==> src/pmac_pkg.sv <==
// Shared types and constants of the Poly1305 authenticator.
// Used by the front end, the back end and the top level; no dependencies.
package pmac_pkg;

	// Radix-2^26 limb representation of values mod 2^130-5
	localparam int NLIMB  = 5;
	localparam int LIMB_W = 26;

	// Clamp masks of r, one per 26-bit limb
	localparam logic [25:0] R_MASK0 = 26'h3ffffff;
	localparam logic [25:0] R_MASK1 = 26'h3ffff03;
	localparam logic [25:0] R_MASK2 = 26'h3ffc0ff;
	localparam logic [25:0] R_MASK3 = 26'h3f03fff;
	localparam logic [25:0] R_MASK4 = 26'h00fffff;

	// Configuration port geometry and register map
	localparam int ADDR_W = 5;
	localparam int DATA_W = 64;
	localparam logic [1:0] REG_R_LO = 2'd0;
	localparam logic [1:0] REG_R_HI = 2'd1;
	localparam logic [1:0] REG_S_LO = 2'd2;
	localparam logic [1:0] REG_S_HI = 2'd3;

	// One-time key as held in the configuration registers
	typedef struct packed {
		logic [63:0] r_lo;
		logic [63:0] r_hi;
		logic [63:0] s_lo;
		logic [63:0] s_hi;
	} key_t;

	// Classified request passed from front end to back end
	typedef struct packed {
		logic         last;
		logic         absorb;
		logic [128:0] msg;
	} item_t;

endpackage

==> src/pmac_front.sv <==
// Front end: pads a message block to its 129-bit value and classifies it.
// Depends on pmac_pkg; feeds the request queue in front of pmac_back.
module pmac_front (
	input  logic                 push,
	output logic                 full,
	input  logic [63:0]          block_low,
	input  logic [63:0]          block_high,
	input  logic [4:0]           byte_count,
	input  logic                 last_block,
	output logic                 q_push,
	output pmac_pkg::item_t      q_item,
	input  logic                 q_full
);
	import pmac_pkg::*;

	logic [4:0]   cnt;
	logic [127:0] raw;
	logic [127:0] padded;

	// Saturate the count at a full block
	assign cnt = (byte_count > 5'd16) ? 5'd16 : byte_count;
	assign raw = {block_high, block_low};

	// Keep valid bytes, place the 0x01 pad byte, zero the rest
	always_comb begin
		for (int b = 0; b < 16; b++) begin
			if (5'(b) < cnt) begin
				padded[8*b +: 8] = raw[8*b +: 8];
			end else if (5'(b) == cnt) begin
				padded[8*b +: 8] = 8'h01;
			end else begin
				padded[8*b +: 8] = 8'h00;
			end
		end
	end

	// Full blocks carry bit 128; empty non-last items are dropped
	always_comb begin
		q_item.msg    = {(cnt == 5'd16), padded};
		q_item.absorb = (cnt != 5'd0);
		q_item.last   = last_block;
	end

	assign full   = q_full;
	assign q_push = push && !q_full && (q_item.absorb || last_block);

endmodule

==> config.mk <==
export PLATFORM = sky130hd
export DESIGN_NAME = pmac_front
export DESIGN_NICKNAME = d
export VERILOG_FILES = /design/src/pmac_pkg.sv /design/src/pmac_front.sv
export SDC_FILE = /design/constraint.sdc
export NUM_CORES = 1
export LEC_CHECK = 0
export BUFFER_PORTS_ARGS = -buffer_cell sky130_fd_sc_hd__buf_4
export CORE_AREA = 2 2 104 106
export DETAILED_ROUTE_END_ITERATION = 8
export DIE_AREA = 0 0 106 108
export PLACE_DENSITY_LB_ADDON = 0.12
export SLEW_MARGIN = 20
export SYNTH_ARGS = -nofsm -noshare
export SYNTH_HDL_FRONTEND = slang
export SYNTH_SLANG_ARGS = --single-unit
export TNS_END_PERCENT = 30
==> constraint.sdc <==
create_clock -name vclk -period 1.21
set_clock_uncertainty 0.1 [all_clocks]
set_input_delay 0.0605 -clock vclk [all_inputs]
set_output_delay 0.0605 -clock vclk [all_outputs]
set_load 0.02 [all_outputs]
### Yosys cells after proc, flatten, opt, wreduce, memory -nomap -nowiden

Index checks and enable logic that the tools add are counted.

| word-level totals | value |
|---|---|
| output and inout port bits | 133 |
| bits in registers | 0 |
| logic and storage cells | 72 |
| bits of input ports | 136 |

| operators by class | value |
|---|---|
| magnitude comparators | 17 |
| reduce and logical (&&, ||, !) cells | 6 |
| mux-type cells | 33 |
| equal/unequal tests | 16 |

Operators with widths:

| kind | count |
|---|---|
| 8-bit two-way mux | 16 |
| 4-bit by 5-bit == test with 1-bit output (first input constant) | 8 |
| 4-bit by 5-bit less-than comparator with 1-bit output (first input constant) | 8 |
| 3-bit by 5-bit == test with 1-bit output (first input constant) | 4 |
| 3-bit by 5-bit less-than comparator with 1-bit output (first input constant) | 4 |
| 1-bit two-way mux | 16 |
| 2-bit by 5-bit == test with 1-bit output (first input constant) | 2 |
| 1-bit by 5-bit less-than comparator with 1-bit output (first input constant) | 2 |
| 2-bit by 5-bit less-than comparator with 1-bit output (first input constant) | 2 |
| 1-bit by 5-bit == test with 1-bit output (first input constant) | 1 |
| 5-bit == test (second input constant) | 1 |
| 5-bit greater-than comparator (second input constant) | 1 |
| 5-bit logical NOT | 1 |
| 5-bit two-way mux | 1 |
| 5-bit nonzero test | 1 |
| 1-bit logical AND | 2 |
| 1-bit logical NOT | 1 |
| 1-bit logical OR | 1 |

### Depth between registers and ports, before layout

| depth | value |
|---|---|
| depth after elaboration | 5 |
| depth in mapped cells | 5 |
| mapped depth without buffers | 3 |

### Least setup slack after synthesis

No wires, ideal clock.

| timing | value |
|---|---|
| path type | input-to-output |
| start point | input byte_count[4] |
| end point | output q_item[104] (netlist bit) |
| data required time | 1.049 ns |
| path slack | -0.006 ns |
| stages on the path | 5 |
| buffers on the path | 2 |
| arrival | 1.055 ns |
| path through | buf_6 buf_2 nor3b_1 a21oi_1 o21ai_0 |

RTL lines:

| what | RTL line | text |
|---|---|---|
| start, declared | pmac_front.sv:8 | `input logic [4:0] byte_count,` |
| end, declared | pmac_front.sv:11 | `output pmac_pkg::item_t q_item,` |

==> reports/metrics.sh <==
STATUS='finished, final reports clean'
FINAL_ANTENNA_NET_COUNT=0
BUFFER_PORTS.INSERTED=269
REQUIRED_PS=1050
CRITICAL_PATH.STARTPOINT='byte_count[3]'
CRIT_TOP_CELL='sky130_fd_sc_hd__buf_6'
WORST_PATH_LARGEST_CELL_DELAY_PS=280
AVGVIACOUNTPERCELL=3.737
POWER.LEAKAGE_nW=1.956
WORST_SLEW_MARGIN_REL=0.8089
GRT_FIRST_PASS_WIRELENGTH_MM=10.83
CRITICAL_PATH.TOP_DELAY_FAMILY='buffers and inverters'
CTS-HOLD-FIX-BUFFERS=0
SETUP_TOTAL_NEGATIVE_SLACK_PS=0
SYN-NUM-NETS=324
DIE_AREA_UM2=11450
WORST_HOLD_PATH_TYPE='primary input to primary output'
MAX_CAP_VIOL_COUNT=0
HOLD_VIOLATIONS=0
GRT_USAGE=0.1155
ENDPOINT_KIND='primary output'
HOLD_END='full'
FINAL_NET_COUNT=614
MAX_SLEW.WORST_PIN.SLEW_PS=284.5
SYN_INST=188
DR.PASS1.ITERS=4
CHIPHEIGHT_UM=108
CRIT_CHAIN='buf_4 -> buf_6 -> nor4_4 -> buf_6 -> o21a_1 -> buf_6'
AREA.SEQUENTIAL_UM2=0
PLACEMENT_ROWS=37
STARTPOINT_CLASS='primary input'
POST_SYNTH.CELL_AREA_AVG_UM2=6.296
VIAS_IN_THE_FIRST_GLOBAL_ROUTE=2189
SEQUENTIAL_CELL_TOTAL=0
NUMPLACEDINSTANCES=609
YOSYSUNIQUECELLTYPES=32
GR-TOTAL-OVERFLOW=0
INITIAL_CORE_UTIL=0.1157
MIN_PERIOD_PS=1209
DATA_ARRIVAL_TIME_AT_THE_WORST_SLACK_ENDPOINT_PS=1050
TIMING.FMAX_GHz=0.8270
TOTALWIRELENGTH_MM=7.854
IO_PINS=269
FINAL-INSTANCE-COUNT-EXCL-FILL=612
LAYOUT.CLOCK_BUFFERS=0
GRT_START_MAX_NET_PINS=13
FINALSETUPVIOLATIONS=0
MAPPEDNETLISTAREA_UM2=1184
SLOWEST_STAGE='sky130_fd_sc_hd__nor4_4'
POST_ROUTE_CELLS_DRIVE_ABOVE_1_SHARE=0.6807
MIN_PATH_CELLS=2
WORST_HOLD_STARTPOINT='q_full'
YOSYSWARNINGCOUNT=0
DIE_W_UM=106
CORE-AREA_UM2=10230
DETAIL_ROUTE.ITER0.VIOLATIONS=56
PER_CELL_ROUTED_WIRE_LENGTH_UM=12.83
GP_ROUTABILITY_CONGESTION=0.6881
DETAILROUTE.VIA_COUNT=2287
HOLD_SLACK_PS=229.2
FINAL_MAX_SLEW_VIOL_COUNT=0
DP_HPWL_MM=7.035
TIMING_WORST_SETUP_PATH_TYPE='primary input to primary output'
SYNTH_SEQ_AREA_SHARE=0
AREA.GROWTH.SYNTH_TO_FINAL_PCT=214.7
POWER_DENSITY_OVER_THE_CELLS_nW_PER_UM2=450.4
POST-ROUTE-PERIOD-UTIL=0.9994
DIODES=0
VDD.IR_DROP.WORST_mV=0.1518
CRITPATHBUFINV=4
GRT_ANTENNA_BEFORE_REPAIR=0
DRC=0
WORSTPATHMAXFANOUT=5
RSZ0062_AT_GRT='yes'
-- area by class of cell --
type | instances | area [um2]
fillers | 1094 | 6506
repair buffers | 302 | 2362
multi-input cells | 172 | 1185
well taps | 136 | 170.2
inverters | 2 | 7.507
-- cell families (layout without fill, tap and decap cells) --
| family | after synthesis | after routing | synth area share |
|---|---|---|---|
| mux | 1 | 1 | 0.009513 |
| compound gates | 27 | 27 | 0.1744 |
| simple gates | 144 | 144 | 0.7378 |
| buf+inv | 16 | 304 | 0.07823 |
-- worst max path at each step --
stage             endpoint  slack, ps  cells after the start
6_report         q_item[8]        0.8                      6
5_1_grt          q_item[8]        -50                      6
4_1_cts         q_item[24]        -20                      5
3_5_place_dp    q_item[69]       -100                      5
3_3_place_gp    q_item[71]        -80                      5
2_1_floorplan  q_item[120]         10                      4
-- synth_stat cells (2+ instances only) --
cell type	n	area, um2
sky130_fd_sc_hd__nor2b_1	77	481.7
sky130_fd_sc_hd__nand2b_1	3	18.77
sky130_fd_sc_hd__a21oi_1	5	25.02
sky130_fd_sc_hd__a22o_1	2	17.52
sky130_fd_sc_hd__a21o_1	2	15.01
sky130_fd_sc_hd__buf_2	8	40.04
sky130_fd_sc_hd__o31ai_1	2	15.01
sky130_fd_sc_hd__nand2_1	7	26.28
sky130_fd_sc_hd__nor2_1	12	45.04
sky130_fd_sc_hd__buf_6	2	22.52
sky130_fd_sc_hd__a21oi_2	5	43.79
sky130_fd_sc_hd__o21ai_0	3	15.01
sky130_fd_sc_hd__and2_1	35	219.0
sky130_fd_sc_hd__clkbuf_1	2	7.510
sky130_fd_sc_hd__or2_2	2	12.51
sky130_fd_sc_hd__buf_4	2	15.01
sky130_fd_sc_hd__o21a_1	2	15.01
sky130_fd_sc_hd__a31oi_2	2	25.02
sky130_fd_sc_hd__inv_1	2	7.510
-- cells in the final DEF, fill, tap and decap left out, drive strengths merged, types with 3 or more instances in the layout --
| cell type | synthesis | routed |
|---|---|---|
| a21oi | 10 | 10 |
| a31oi | 3 | 3 |
| and2 | 36 | 36 |
| buf | 12 | 302 |
| nand2 | 7 | 7 |
| nand2b | 3 | 3 |
| nor2 | 12 | 12 |
| nor2b | 77 | 77 |
| o21ai | 3 | 3 |
| or2 | 3 | 3 |
-- routing by layer --
layer	global-route usage	vias to the layer above	routed length, um
li1	-	1174	-
met1	0.1252	980	2758
met2	0.2429	133	4433
met3	0.02110	0	663
met4	0.001880	0	0
met5	0	-	0
-- where the power goes --
group	leakage (nW)	total [mW]	internal, mW	switching (mW)
sequential	0	0	0	0
clock	0	0	0	0
combinational	1.96	1.68	0.893	0.784
-- metrics by stage --
stage / setup WS (ps) / power [mW] / instance area (um2) / util
global route: -52.22 / 1.789 / 3725 / 0.3641
global placement: -75.51 / 1.611 / 3513 / 0.3434
finish: 0.7644 / 1.678 / 3725 / 0.3641
detailed placement: -101.9 / 1.614 / 3513 / 0.3434
CTS: -18.22 / 1.639 / 3571 / 0.3490
floorplan: 14.21 / 0.7165 / 1184 / -
-- repair_timing --
action | 4_1_cts | 5_1_grt
setup endpoints to repair | 62 | 74
gates resized for setup | 13 | 33
cloned | 0 | 1
buffers inserted | 0 | 2
pin swaps | 4 | 9
Power figures use the tool's default switching activity.
