File: config.mk
export PLATFORM = sky130hd
export DESIGN_NAME = pmac_fifo
export DESIGN_NICKNAME = d
export VERILOG_FILES = /design/src/pmac_fifo.sv
export SDC_FILE = /design/constraint.sdc
export NUM_CORES = 1
export LEC_CHECK = 0
export ABC_AREA = 1
export BUFFER_PORTS_ARGS = -buffer_cell sky130_fd_sc_hd__buf_2
export CORE_UTILIZATION = 42
export DETAILED_ROUTE_END_ITERATION = 10
export GPL_TIMING_DRIVEN = 1
export SYNTH_ARGS = -nofsm -noshare
export SYNTH_HDL_FRONTEND = slang
export SYNTH_SLANG_ARGS = --single-unit
File: constraint.sdc
create_clock -name clk -period 2.2 [get_ports clk]
set_input_delay 0.33 -clock clk [delete_from_list [all_inputs] [get_ports clk]]
set_output_delay 0.33 -clock clk [all_outputs]
set_load 0.005 [all_outputs]
File: src/pmac_fifo.sv
// Small register queue with a combinational head read.
// Used between front and back end and as the result queue; no dependencies.
module pmac_fifo #(
	parameter int WIDTH = 8,
	parameter int DEPTH = 4
) (
	input  logic             clk,
	input  logic             arst_n,
	input  logic             push,
	input  logic [WIDTH-1:0] wr_data,
	output logic             full,
	input  logic             pop,
	output logic [WIDTH-1:0] rd_data,
	output logic             empty
);
	localparam int PTR_W = (DEPTH > 1) ? $clog2(DEPTH) : 1;
	localparam int CNT_W = $clog2(DEPTH + 1);

	logic [WIDTH-1:0] mem_q [DEPTH];
	logic [PTR_W-1:0] wr_ptr_q, rd_ptr_q;
	logic [CNT_W-1:0] count_q;
	logic             do_push, do_pop;

	assign do_push = push && !full;
	assign do_pop  = pop && !empty;
	assign full    = (count_q == CNT_W'(DEPTH));
	assign empty   = (count_q == '0);
	assign rd_data = mem_q[rd_ptr_q];

	// Store the incoming request
	always_ff @(posedge clk) begin
		if (do_push) begin
			mem_q[wr_ptr_q] <= wr_data;
		end
	end

	// Advance pointers and occupancy
	always_ff @(posedge clk or negedge arst_n) begin
		if (!arst_n) begin
			wr_ptr_q <= '0;
			rd_ptr_q <= '0;
			count_q  <= '0;
		end else begin
			if (do_push) begin
				wr_ptr_q <= (wr_ptr_q == PTR_W'(DEPTH - 1)) ? '0 : wr_ptr_q + PTR_W'(1);
			end
			if (do_pop) begin
				rd_ptr_q <= (rd_ptr_q == PTR_W'(DEPTH - 1)) ? '0 : rd_ptr_q + PTR_W'(1);
			end
			if (do_push && !do_pop) begin
				count_q <= count_q + CNT_W'(1);
			end else if (do_pop && !do_push) begin
				count_q <= count_q - CNT_W'(1);
			end
		end
	end

	a_count_bound: assert property (@(posedge clk) disable iff (!arst_n)
		count_q <= CNT_W'(DEPTH))
		else $error("queue occupancy above depth");

	a_push_grows: assert property (@(posedge clk) disable iff (!arst_n)
		(do_push && !do_pop) |=> (count_q == $past(count_q) + CNT_W'(1)))
		else $error("queue occupancy did not grow on push");

endmodule

======== Yosys cells after proc, flatten, opt, wreduce, memory -nomap -nowiden ========
Memory sizes are Yosys's and may differ from the RTL's.
Index checks and enable logic that the tools add are counted.
storage, ports and cells
  flip-flop bits (word level) ............. 7
  bits in latches ......................... 0
  RAM bits ................................ 32
  memory bits (read-only) ................. 0
  input port bits ......................... 12
  word-level logic and storage cells ...... 27
  memories ................................ 1
memories
  memory  words  width  read ports  clocked after memory_dff  write ports  RTL line  text
  mem_q   4      8      1           0                         1            19        logic [WIDTH-1:0] mem_q [DEPTH];
cells by class
  add/sub/neg operators ................... 4
  multipliers ............................. 0
  div/mod/pow operators ................... 0
  order comparisons ....................... 0
  eq/ne operators ......................... 3
  shift operators ......................... 0
  mux-type cells .......................... 6
  bitwise operators ....................... 0
  reduce and logical (&&, ||, !) cells .... 10
operators by type and width
  kind                                               number
  2-to-1 mux 3 bit                                   2
  adder 2 x 1 -> 2 bit (second input constant)       2
  equality test 2 bit (second input constant)        2
  logical AND 1 bit                                  4
  zero test 1 bit                                    4
  2-to-1 mux 2 bit                                   2
  adder 3 x 1 -> 3 bit (second input constant)       1
  equality test 3 bit (second input constant)        1
  zero test 3 bit                                    1
  subtractor 3 x 1 -> 3 bit (second input constant)  1
  2-to-1 mux 1 bit                                   2
  nonzero test 2 bit                                 1

======== Depth between registers and ports, before layout ========
  depth after elaboration ................. 7
  depth in mapped cells ................... 12
  depth with buffers taken out ............ 12

======== Worst setup path before layout ========
No wires, ideal clock.
  kind .................................... reg-to-reg
  from .................................... reg count_q[0]
  to ...................................... reg count_q[1]
  setup time .............................. 0.126 ns
  data arrival time ....................... 1.567 ns
  required time ........................... 2.074 ns
  slack ................................... 0.507 ns
  cell stages (with the launch flop) ...... 10
  path buffers ............................ 0
  clock period less this slack ............ 1.693 ns
  cells stage by stage .................... dfrtp_1 inv_2 nand3_1 nand2_2 inv_1 ha_1 inv_1 fa_1 nand2_1 o21ai_0
between the ends
  cells in the longest elaborated chain, start to end .. 6
RTL lines
  item                                 RTL line  text
  start: declaration                   21        logic [CNT_W-1:0] count_q;
  start signal: assignment             51        count_q <= count_q + CNT_W'(1);
  start signal: assignment             53        count_q <= count_q - CNT_W'(1);
  equality test 3 bit *                26        assign full = (count_q == CNT_W'(DEPTH));
  zero test 1 bit *                    24        assign do_push = push && !full;
  logical AND 1 bit *                  24
  net do_push                          22        logic do_push, do_pop;
  zero test 1 bit                      52        end else if (do_pop && !do_push) begin
  logical AND 1 bit                    52
  nonzero test 2 bit (no source line)  n/a
The timed path passes the listed nets; every way through them passes the cells marked *. The select of a mux whose other input is x is not followed.
A chain may end at the register's enable or synchronous reset.

======== Final worst setup path ========
  from .................................... reg count_q[1]
  to ...................................... reg count_q[1]
The elaborated chain is that of the path after synthesis.

==> results by group <==
GRT
  – First-pass GRT wire length: 4.864 mm
  – Vias in the first global route: 1,076
  – Total GRT Usage: 15.48%
  – Remaining Overflow, GRT: 0
  – Initial antenna violation count: 0
  – Largest net degree at the start of global routing: 36

Synth
  – EDFF count, synth: 32
  – Synth area leader: edfxtp_1
  – Yosys top cell area share: 54.62%
  – Synth unique cells: 16
  – Mapped Nets: 173
  – Syn Area/Cell: 11.42 sq um
  – Synthesized area: 1759 sq um
  – Ys async rst share: 17.95%
  – Ys flop type: edfxtp_1
  – Yosys warns: 0
  – Post-synth top cells: nand2_1, edfxtp_1, inv_1
  – Synth area leaders: edfxtp_1, dfrtp_1, nand2_1
  – #FFs+latches synth: 39
  – Synth Instances: between 150 and 200
  – Most common cell in the netlist: nand2_1
  – Sequential share of the synthesized area: 64.58%

Routing
  – DRT antenna net count: 0
  – Drt total wl: 2.860 mm
  – Met3 wire length: 106 microns
  – Initial detailed-routing violation count: 42
  – Metal-1 WL: 1.251 mm
  – Drt wl/cell: 12.17 microns
  – Met2 WL: between 1 and 1.5 mm
  – DRC: 0
  – Routed via count: about 1,100
  – Drt pass-1 iters: 4
  – Via density: 4.685
  – DR top layer: met4

STA
  – Slew Viols, Final: 0
  – Setup violations, final: 0
  – Fmax: 535.7 MHz
  – Final Skew: 0.002874 ns
  – Unrepaired setup endpoints after global routing: false
  – Setup ws final: roughly 0.33 ns
  – Final hold vios: 0
  – Fin Hold WS: about 0.26 ns
  – Headroom to the max-slew limit: between 70% and 80%
  – Setup TNS Final: 0 ns
  – Slew @ Worst Pin: between 0.3 and 0.4 ns
  – Final Cycle Share: 84.84%
  – Tmin final: 1.867 ns

Critical path
  – R2r setup slk: 0.33 ns
  – Ordered cell list for the critical path: inv_1 > nand3_1 > nand2_2 > inv_1 > ha_1 > inv_1 > fa_1 > nand2_1 > o21ai_0
  – CP Data Required Time: 2.37 ns
  – Critical Path Source Type: flip-flop
  – Worst setup EP type: flip-flop
  – RR Endpoint: count_q[1]$_DFFE_PN0P_
  – R2R Path Start: count_q[1]$_DFFE_PN0P_
  – Worst Path Class, Setup: reg2reg
  – Data arrival, critical path: 2.04 ns
  – Max stage delay on crit path: roughly 0.42 ns
  – Slowest cell on crit path: fa_1
  – Most used cell, CP: inv_1
  – Crit path max fanout: 7
  – R2R cell count: 9

Min path
  – Hold path startpoint: wr_data[2]
  – Worst hold path depth: 1
  – WHS Endpoint: mem_q[1][2]$_DFFE_PP_
  – Tightest Hold Check Type: in2reg

Clock network
  – Clock transition at path regs: about 0.07 ns
  – Cts repair resizes: 0
  – Clk Latency, worst-skew pair: 0.28 ns
  – Clock buffer count from CTS: 5
  – TritonCTS clock tree: done
  – CTS H-tree depth: 2
  – Clock Sinks: 39
  – Root Driver: clkbuf_8
  – CTS Buffer Depth: 2

Final layout
  – Final instance area: between 2000 and 2500 sq um
  – Share of cells above drive strength 1: 20.00%
  – # diodes: 0
  – Multi-input gate area: 446.7 sq um
  – Post-layout nets: 203
  – Synth-to-Final Area Change: 17.00%
  – Post-route insts no fill: 235
  – Fin util: ~50%
  – Filler cells: 357
  – Storage cell area: approximately 1100 sq um

Placed design
  – Post-DP Area: about 1900 sq um
  – Post-DP HPWL: 2.029 mm
  – Setup WS pre-CTS: about 0.33 ns
  – Placer Congestion: 0.6963
  – Post-Place Cells: 226
  – Port Buf Inserts: 21

Power and ir drop
  – Worst vdd ir: 0.0005093 V
  – LEAKAGE: 0.9309 nW
  – P per Cell Area: ~1300 nW/um^2
  – Total power: 2.713 mW

Run status
  – Run status: complete, no violations

Floorplanning
  – Initial Util: 43.98%
  – Core ar.: roughly 4000 sq um
  – I/O Pins: 22
  – Row count: 23
  – Die span in x: 66.72 microns
  – Die height: 66.72 microns
  – Die area: 4452 sq um

Run
  – Max-cap viol count: 0
[layout make-up]
cell class                 instances  share of cell area [%]
inverter                          32                   5.836
clock buffer                       6                   3.526
multi-input combinational         78                   21.70
timing repair buffer              28                   7.781
tap                               50                   3.040
clock inverter                     2                   2.918
sequential                        39                   55.20
[flip-flops by register name, summed over array words and instances, names as in the netlist]
signal and flops:
mem_q 32, wr_ptr_q 2, rd_ptr_q 2, count_q 3
[placed cells by master (no fill, tap or decap)]
cell,n
nand2_2,1
edfxtp_1,32
nand3_1,7
o211ai_1,15
nand2_1,38
o211ai_2,1
buf_2,21
nand4_1,1
dfrtp_1,7
fa_1,1
inv_2,1
buf_4,6
xnor2_1,1
clkbuf_1,1
ha_1,6
dlygate4sd3_1,1
bufinv_16,2
inv_1,31
o21ai_0,1
clkbuf_8,5
nor2_1,6
[worst max-delay path: cells and delay by family, from the launching register on]
kind	cells	cell delay, ns
buffers and inverters	3	0.25
adder cells (fa/ha/maj)	2	0.63
AND/OR/NAND/NOR	3	0.39
flip-flops	1	0.41
AO/OA/AOI/OAI	1	0.07
[what timing repair did]
action	CTS	global route
endpoints found under the hold margin	7	0
hold buffers	1	0
setup endpoints to repair	0	0
buffers inserted	0	0
[report_power, final]
part	internal [mW]	switching, mW	total (mW)
Clock	0.453	0.232	0.685
Sequential	0.992	0.0797	1.07
Combinational	0.384	0.573	0.957
[metal layers]
layer	global-route usage, %	vias to the layer above
li1	-	570
met1	19.08	508
met2	25.88	17
met3	3.596	6
met4	6.383	0
met5	0	-
[how the worst max path moves through the flow]
stage / from / endpoint
2_1_floorplan: count_q[0]$_DFFE_PN0P_ / count_q[1]$_DFFE_PN0P_
3_3_place_gp: count_q[0]$_DFFE_PN0P_ / count_q[1]$_DFFE_PN0P_
3_5_place_dp: count_q[1]$_DFFE_PN0P_ / count_q[1]$_DFFE_PN0P_
4_1_cts: count_q[1]$_DFFE_PN0P_ / count_q[1]$_DFFE_PN0P_
5_1_grt: count_q[0]$_DFFE_PN0P_ / count_q[2]$_DFFE_PN0P_
6_report: count_q[1]$_DFFE_PN0P_ / count_q[1]$_DFFE_PN0P_
[kinds of logic (layout without fill, tap and decap cells)]
| group | Yosys count | after routing | synth area share, % |
|---|---|---|---|
| compound gates | 17 | 17 | 7.397 |
| flops | 39 | 39 | 64.58 |
| xor+xnor | 1 | 1 | 0.4980 |
| fa+ha+maj | 7 | 7 | 5.405 |
| simple gates | 53 | 53 | 12.09 |
| buf+inv | 37 | 68 | 10.03 |
Note: power is estimated with default switching activity, not from simulation.
